**src/rtl/base64_encoder_line_wrap_defines.svh**
```systemverilog
// Assertion macros for the Base64 line-wrap encoder RTL.
`ifndef BASE64_ENCODER_LINE_WRAP_DEFINES_SVH
`define BASE64_ENCODER_LINE_WRAP_DEFINES_SVH

// Same-cycle implication, sampled on clk and disabled during reset.
`define B64LW_ASSERT_NOW(label, ante, cons, msg) \
    label: assert property (@(posedge clk) disable iff (!rst_n) (ante) |-> (cons)) \
        else $error(msg);

// Next-cycle implication, sampled on clk and disabled during reset.
`define B64LW_ASSERT_NEXT(label, ante, cons, msg) \
    label: assert property (@(posedge clk) disable iff (!rst_n) (ante) |=> (cons)) \
        else $error(msg);

`endif

```
**src/rtl/b64lw_pkg.sv**
```systemverilog
// Package with constants and the alphabet function for the Base64 line-wrap encoder.
package b64lw_pkg;

    localparam int LINE_COUNT_BITS_DEFAULT = 11;
    localparam int LINE_WIDTH_BITS         = 10;
    localparam logic [LINE_WIDTH_BITS-1:0] LINE_WIDTH_RESET = 10'd76;
    localparam int MAX_CHARS   = 6;
    localparam int CHAR_CNT_W  = 3;

    localparam logic [7:0] CHAR_PAD = 8'h3D;
    localparam logic [7:0] CHAR_CR  = 8'h0D;
    localparam logic [7:0] CHAR_LF  = 8'h0A;

    typedef logic [7:0] char_t;

    // Map a six-bit value to its character in the standard alphabet.
    function automatic char_t b64_char(input logic [5:0] six);
        char_t c;
        if (six < 6'd26) begin
            c = 8'd65 + {2'b00, six};
        end else if (six < 6'd52) begin
            c = 8'd71 + {2'b00, six};
        end else if (six < 6'd62) begin
            c = {2'b00, six} - 8'd4;
        end else if (six == 6'd62) begin
            c = 8'h2B;
        end else begin
            c = 8'h2F;
        end
        return c;
    endfunction

endpackage

```
**src/rtl/base64_encoder_line_wrap.sv**
```systemverilog
// Base64 encoder with CR LF line wrapping: input register, group logic and output serializer.
//
// Usage: raw message bytes enter on the s_ stream (s_tdata = byte, s_tlast marks the
// final byte of a message). Encoded characters leave on the m_ stream, one per word:
// m_tdata is the character, m_tlast marks the last character caused by one input
// byte, m_tuser marks the final character of the whole message. Every third byte
// yields four characters, plus CR LF when the line count reaches line_width; a short
// final group yields two or three characters padded with '=' to four.
// cfg_we/cfg_data write line_width (0 turns line breaks off); write it only when idle.
// Flow: a byte taken sits in the input register, is then encoded into the character
// buffer, and its first character moves on into the output register and onto m_tdata.
// Throughput: one character per cycle while the receiver does not stall; the
// single-character output register sets this rate.
// Bytes that only fill a group are absorbed while the buffer still drains.
// When the receiver stalls, the output register holds, the buffer fills and s_tready
// drops once a byte that produces characters waits in the input register.
// Reset empties all stages, clears the pending group and line count and sets
// line_width to 76.
module base64_encoder_line_wrap
    import b64lw_pkg::*;
#(
    parameter int LINE_COUNT_BITS = LINE_COUNT_BITS_DEFAULT
) (
    input  logic                       clk,
    input  logic                       rst_n,
    // Configuration.
    input  logic                       cfg_we,
    input  logic [LINE_WIDTH_BITS-1:0] cfg_data,   // line_width
    // Byte input.
    input  logic                       s_tvalid,
    output logic                       s_tready,
    input  logic [7:0]                 s_tdata,    // data_byte
    input  logic                       s_tlast,    // last_byte
    // Character output.
    output logic                       m_tvalid,
    input  logic                       m_tready,
    output logic [7:0]                 m_tdata,    // out_char
    output logic                       m_tlast,    // run_last
    output logic                       m_tuser     // message_end
);

    `include "base64_encoder_line_wrap_defines.svh"

    localparam int CMP_W = (LINE_COUNT_BITS > LINE_WIDTH_BITS) ? LINE_COUNT_BITS
                                                                : LINE_WIDTH_BITS;

    // Configuration and encoder state.
    logic [LINE_WIDTH_BITS-1:0] line_width_reg;
    logic [15:0]                held_reg, held_next;
    logic [1:0]                 fill_reg, fill_next;
    logic [LINE_COUNT_BITS-1:0] count_reg, count_next;

    // Input register.
    logic       in_valid_reg, in_valid_next;
    logic [7:0] in_byte_reg;
    logic       in_last_reg;

    // Character buffer for one input word.
    char_t                 burst_chars_reg [MAX_CHARS];
    char_t                 burst_chars_next [MAX_CHARS];
    logic                  burst_valid_reg, burst_valid_next;
    logic [CHAR_CNT_W-1:0] burst_cnt_reg, burst_cnt_next;
    logic [CHAR_CNT_W-1:0] burst_idx_reg, burst_idx_next;
    logic                  burst_end_reg, burst_end_next;

    // Output register.
    logic  out_valid_reg, out_valid_next;
    char_t out_char_reg;
    logic  out_last_reg;
    logic  out_end_reg;

    // Control.
    logic                       out_load;
    logic                       burst_final;
    logic                       burst_free;
    logic [1:0]                 step_fill;
    logic                       full_group;
    logic                       produces;
    logic                       step;
    logic [23:0]                group3;
    logic [17:0]                group2;
    logic [11:0]                group1;
    logic [LINE_COUNT_BITS:0]   count_sum;
    logic [LINE_COUNT_BITS-1:0] count_sat;
    logic                       wrap;

    // Handshake and advance conditions.
    always_comb
    begin
        out_load    = burst_valid_reg && (!out_valid_reg || m_tready);
        burst_final = burst_idx_reg == (burst_cnt_reg - CHAR_CNT_W'(1));
        burst_free  = !burst_valid_reg || (out_load && burst_final);
        step_fill   = (fill_reg == 2'd3) ? 2'd0 : fill_reg;
        full_group  = step_fill == 2'd2;
        produces    = full_group || in_last_reg;
        step        = in_valid_reg && (!produces || burst_free);
        s_tready    = !in_valid_reg || step;
    end

    // Group encoding and line count for the word in the input register.
    always_comb
    begin
        group3    = {held_reg, in_byte_reg};
        group2    = {held_reg[7:0], in_byte_reg, 2'b00};
        group1    = {in_byte_reg, 4'b0000};
        count_sum = {1'b0, count_reg} + (LINE_COUNT_BITS+1)'(4);
        count_sat = count_sum[LINE_COUNT_BITS] ? {LINE_COUNT_BITS{1'b1}}
                                               : count_sum[LINE_COUNT_BITS-1:0];
        wrap      = (line_width_reg != '0)
                 && (CMP_W'(count_sat) >= CMP_W'(line_width_reg));

        held_next  = held_reg;
        fill_next  = fill_reg;
        count_next = count_reg;
        for (int i = 0; i < MAX_CHARS; i++)
        begin
            burst_chars_next[i] = burst_chars_reg[i];
        end
        burst_cnt_next = burst_cnt_reg;
        burst_end_next = burst_end_reg;

        if (step)
        begin
            if (full_group)
            begin
                burst_chars_next[0] = b64_char(group3[23:18]);
                burst_chars_next[1] = b64_char(group3[17:12]);
                burst_chars_next[2] = b64_char(group3[11:6]);
                burst_chars_next[3] = b64_char(group3[5:0]);
                burst_chars_next[4] = CHAR_CR;
                burst_chars_next[5] = CHAR_LF;
                burst_cnt_next      = wrap ? CHAR_CNT_W'(6) : CHAR_CNT_W'(4);
                burst_end_next      = in_last_reg;
                count_next          = wrap ? '0 : count_sat;
                held_next           = '0;
                fill_next           = 2'd0;
            end
            else if (in_last_reg)
            begin
                if (step_fill == 2'd0)
                begin
                    burst_chars_next[0] = b64_char(group1[11:6]);
                    burst_chars_next[1] = b64_char(group1[5:0]);
                    burst_chars_next[2] = CHAR_PAD;
                end
                else
                begin
                    burst_chars_next[0] = b64_char(group2[17:12]);
                    burst_chars_next[1] = b64_char(group2[11:6]);
                    burst_chars_next[2] = b64_char(group2[5:0]);
                end
                burst_chars_next[3] = CHAR_PAD;
                burst_cnt_next      = CHAR_CNT_W'(4);
                burst_end_next      = in_last_reg;
            end
            else
            begin
                held_next = {held_reg[7:0], in_byte_reg};
                fill_next = step_fill + 2'd1;
            end
            // End of message starts the next one on a fresh line.
            if (in_last_reg)
            begin
                held_next  = '0;
                fill_next  = 2'd0;
                count_next = '0;
            end
        end
    end

    // Control next state for the input, buffer and output stages.
    always_comb
    begin
        in_valid_next = s_tready ? s_tvalid : in_valid_reg;

        burst_valid_next = burst_valid_reg;
        burst_idx_next   = burst_idx_reg;
        if (step && produces)
        begin
            burst_valid_next = 1'b1;
            burst_idx_next   = '0;
        end
        else if (out_load)
        begin
            burst_idx_next = burst_idx_reg + CHAR_CNT_W'(1);
            if (burst_final)
            begin
                burst_valid_next = 1'b0;
            end
        end

        out_valid_next = out_valid_reg;
        if (out_load)
        begin
            out_valid_next = 1'b1;
        end
        else if (m_tready)
        begin
            out_valid_next = 1'b0;
        end
    end

    // Control and state registers.
    always_ff @(posedge clk or negedge rst_n)
    begin
        if (!rst_n)
        begin
            line_width_reg  <= LINE_WIDTH_RESET;
            held_reg        <= '0;
            fill_reg        <= 2'd0;
            count_reg       <= '0;
            in_valid_reg    <= 1'b0;
            burst_valid_reg <= 1'b0;
            burst_idx_reg   <= '0;
            burst_cnt_reg   <= '0;
            burst_end_reg   <= 1'b0;
            out_valid_reg   <= 1'b0;
        end
        else
        begin
            if (cfg_we)
            begin
                line_width_reg <= cfg_data;
            end
            held_reg        <= held_next;
            fill_reg        <= fill_next;
            count_reg       <= count_next;
            in_valid_reg    <= in_valid_next;
            burst_valid_reg <= burst_valid_next;
            burst_idx_reg   <= burst_idx_next;
            burst_cnt_reg   <= burst_cnt_next;
            burst_end_reg   <= burst_end_next;
            out_valid_reg   <= out_valid_next;
        end
    end

    // Payload registers.
    always_ff @(posedge clk)
    begin
        if (s_tvalid && s_tready)
        begin
            in_byte_reg <= s_tdata;
            in_last_reg <= s_tlast;
        end
        for (int i = 0; i < MAX_CHARS; i++)
        begin
            burst_chars_reg[i] <= burst_chars_next[i];
        end
        if (out_load)
        begin
            out_char_reg <= burst_chars_reg[burst_idx_reg];
            out_last_reg <= burst_final;
            out_end_reg  <= burst_final && burst_end_reg;
        end
    end

    assign m_tvalid = out_valid_reg;
    assign m_tdata  = out_char_reg;
    assign m_tlast  = out_last_reg;
    assign m_tuser  = out_end_reg;

    // Consistency checks.
    `B64LW_ASSERT_NOW(a_idx_in_range, burst_valid_reg, burst_idx_reg < burst_cnt_reg,
        "character index beyond buffer count")
    `B64LW_ASSERT_NOW(a_fill_range, 1'b1, fill_reg != 2'd3,
        "group fill reached three")
    `B64LW_ASSERT_NOW(a_end_is_last, m_tvalid && m_tuser, m_tlast,
        "message end without word end")
    `B64LW_ASSERT_NEXT(a_final_char, out_load && burst_final, m_tvalid && m_tlast,
        "final buffered character not marked last")
    `B64LW_ASSERT_NEXT(a_msg_clear, step && in_last_reg,
        (fill_reg == 2'd0) && (count_reg == '0) && (held_reg == '0),
        "state not cleared after message end")

endmodule
```
**config.mk**
```make
export PLATFORM = sky130hd
export DESIGN_NAME = base64_encoder_line_wrap
export DESIGN_NICKNAME = d
export VERILOG_FILES = /design/src/rtl/b64lw_pkg.sv /design/src/rtl/base64_encoder_line_wrap.sv
export VERILOG_INCLUDE_DIRS = /design/src /design/src/rtl
export SDC_FILE = /design/constraint.sdc
export NUM_CORES = 1
export LEC_CHECK = 0
export BUFFER_PORTS_ARGS = -buffer_cell sky130_fd_sc_hd__buf_2
export CAP_MARGIN = 20
export CORE_MARGIN = 2
export CORE_UTILIZATION = 67
export CTS_CLUSTER_DIAMETER = 80
export DETAILED_ROUTE_END_ITERATION = 6
export GPL_TIMING_DRIVEN = 0
export PLACE_DENSITY_LB_ADDON = 0.12
export SYNTH_ARGS = -nofsm -noshare
export SYNTH_HDL_FRONTEND = slang
export SYNTH_SLANG_ARGS = --single-unit
```
**constraint.sdc**
```tcl
create_clock -name clk -period 6.23 [get_ports clk]
set_input_delay 0.3115 -clock clk [delete_from_list [all_inputs] [get_ports clk]]
set_output_delay 0.3115 -clock clk [all_outputs]
set_load 0.01 [all_outputs]
```
==> flow_summary.toml <==
[power]
ir_drop_mv = 0.2803
powerDensity_mw_per_mm2 = 447.7
total_power_mw = 3.520
leakage_nw = 3.102

[hold_path]
min_from = "s_tdata[1]"
hold_class = "primary input to flop"
whs_path_depth = 1

[yosys]
synth-edff-count = 51
yosysWarnings = 0
ys_seq_area_share_pct = 37.88
ys_seq_elements = 99
netlist_area_mm2 = 0.007224
synthFlopType = "edfxtp_1"
ys_types = 72
postSynthAreaPerCell_um2 = 8.810
synthArstFlopShare_pct = 48.48
synthCells = 820
synthesis.nets = 892

[clock_tree]
htreeDepth = 3
clk_pin_slew_ns = 0.10
numCtsBuffers = 9
post_cts_resized = 0
insertion_delay_ns = 0.40
cts_sinks = 99
clockBufferDepth = 2
cts_tree = "built"
cts-root-buf = "clkbuf_8"

[route]
via_per_inst = 7.288
drtIter0Drc = 1377
dr.pass1.iters = 7
drc_errors = 1
wl_per_cell_um = 23.59
postRouteAntennaNets = 0
wl_mm = 23.81
vias = 7354

[cells_and_area]
fin_cells = 1009
utilization_pct = 75.47
syn2layout_area_growth_pct = 8.815
drive_gt1_share_pct = 9.393
largest_register_ffs = 32
nets = 940
final.fill_count = 714
antennaDiodeCount = 0

[placement]
io_buffers = 34
gp_routability_congestion = 0.9969
dp_cells = 991
hpwl_mm = 16.39

[setup_path]
required_ns = 6.56
critPathKind = "flop to flop"
ff2ff_path_depth = 12
worst_setup_path_start_kind = "flop"
endpoint_kind = "flop"
worstPathArrival_ns = 4.04
r2r_start = "count_reg[5]"
startpoint = "count_reg[5]"
worstPathMaxFanout = 7

[die]
coreArea_mm2 = 0.01042
row_count = 37
io_pins = 36
initial_core_util_pct = 69.36
dieHeight_um = 107.8
die_x_um = 107.8
dieArea_mm2 = 0.01163

[sta]
finClkSkew_ns = 0.01588
slew-limit-headroom_pct = 53.96
period_minus_slack_ns = 3.713
tightest_slew_ns = 0.6905
rsz0062_at_grt = "false"
hold_slack_ns = 0.07528
fmax_mhz = 269.3
finalMaxSlewViolations = 0
finalCritPeriodShare_pct = 59.60
tns_ns = 0
finalSetupViolations = 0
finalHoldViolations = 0

[global_routing]
antenna_found_initial = 1
grtUsageTotal_pct = 41.22
grt_pass1_wl_mm = 36.23
overflow = 0
grt_pass1_vias = 6706
grt_max_degree = 49

[run_status]
status = "finished, violations left"
violations = "DRC"

[job]
max_cap_violations = 0
## synth_stat cells (5+ instances only)
cell type / instances / area (um2)
o31ai_1: 8 / 60.06
nor2b_1: 17 / 106.4
dfrtp_1: 45 / 1126
o211ai_1: 9 / 67.56
mux4_2: 5 / 112.6
a211oi_1: 6 / 45.04
and3_1: 5 / 31.28
o311a_1: 5 / 50.05
nand3b_1: 5 / 37.54
or2_2: 5 / 31.28
edfxtp_1: 51 / 1531
nand4_1: 6 / 37.54
o22ai_1: 8 / 50.05
nand3_1: 65 / 325.3
inv_1: 43 / 161.4
xnor2_1: 22 / 192.7
nor3_1: 25 / 125.1
ha_1: 48 / 600.6
a21oi_1: 50 / 250.2
a31oi_1: 8 / 50.05
nor4_1: 6 / 37.54
o21ai_0: 80 / 400.4
nand2b_1: 17 / 106.4
nor2_1: 45 / 168.9
a211o_1: 5 / 43.79
clkbuf_1: 46 / 172.7
a22oi_1: 6 / 45.04
a21o_1: 12 / 90.09
and2_1: 5 / 31.28
a32o_1: 5 / 50.05
o21a_1: 6 / 45.04
nand2_1: 72 / 270.3
o311ai_0: 7 / 61.31
## layout make-up
class	count	area [um2]	share of cell area [%]
Multi-Input combinational cell	621	4100	52.16
Clock buffer	11	131.4	1.671
Inverter	45	168.9	2.149
Clock inverter	5	107.6	1.369
Sequential cell	99	2736	34.81
Buffer	55	219.0	2.785
Tap cell	136	170.2	2.165
Timing Repair Buffer	37	227.7	2.897
## worst max-delay path: stages (launching register included)
cell and delay [ns]:
dfrtp_1 0.46, and4_4 0.27, nand3_1 0.19, nor2_1 0.46
nor2_1 0.11, ha_1 0.30, nand2b_1 0.15, a2111oi_0 0.50
o31ai_1 0.23, a311oi_4 0.50, or2_1 0.16, buf_4 0.14
a32o_1 0.17
## report_power, final
part | switching (mW) | internal (mW) | leakage (nW) | total (mW)
logic | 1.27 | 0.655 | 1.91 | 1.92
clock network | 0.250 | 0.270 | 0.119 | 0.520
registers | 0.148 | 0.928 | 1.07 | 1.08
## what timing repair did
item / 4_1_cts / 5_1_grt
endpoints found under the hold margin: 0 / 6
setup buffers: 0 / 0
hold buffers: 0 / 1
## layer usage
layer	GRT usage (%)	share of wire (%)	up-vias
met5	0	0.063	-
met4	20.24	6.3	2
met3	10.84	13	165
met2	66.44	46	675
met1	51.32	35	3396
li1	-	-	3116
## stage by stage
step / cell area (um2) / setup WS, ns
6_report: 7861 / 2.517
4_1_cts: 7831 / 2.650
5_1_grt: 7861 / 2.420
3_5_place_dp: 7592 / 2.860
3_3_place_gp: 7565 / 2.978
2_1_floorplan: 7224 / 3.422
## placed cells by master, fill, tap and decap left out, types with 7 or more instances in the layout
master / count
nand2_1: 72
nand3_1: 65
nor3_1: 25
clkbuf_8: 9
nor2b_1: 17
o21ai_0: 80
clkbuf_1: 48
o31ai_1: 8
o311ai_0: 7
dfrtp_1: 45
ha_1: 48
xnor2_1: 22
nor2_1: 45
nand2b_1: 17
edfxtp_1: 51
buf_2: 38
inv_1: 43
a21o_1: 12
o211ai_1: 9
o22ai_1: 8
a21oi_1: 50
a31oi_1: 8
## path summary, 6_finish.rpt
check | end | slack (ns)
worst max-delay path | count_reg[7] | 2.52
worst min-delay path | in_byte_reg[1] | 0.08
worst max register to register | count_reg[7] | 2.52
worst min register to register | line_width_reg[3] | 0.56
max in group asynchronous | line_width_reg[2] | 5.44
min in group asynchronous | in_valid_reg | 0.27
## cells by family after synthesis
kind of cell,synth area share [%]
and+or+nand+nor,19.66
AOI/OAI and AO/OA,22.91
buffers and inverters,5.369
DFF,37.88
adders and majority gates,8.313
xor gates and xnor gates,3.152
muxes,2.719
Power figures use the tool's default switching activity.
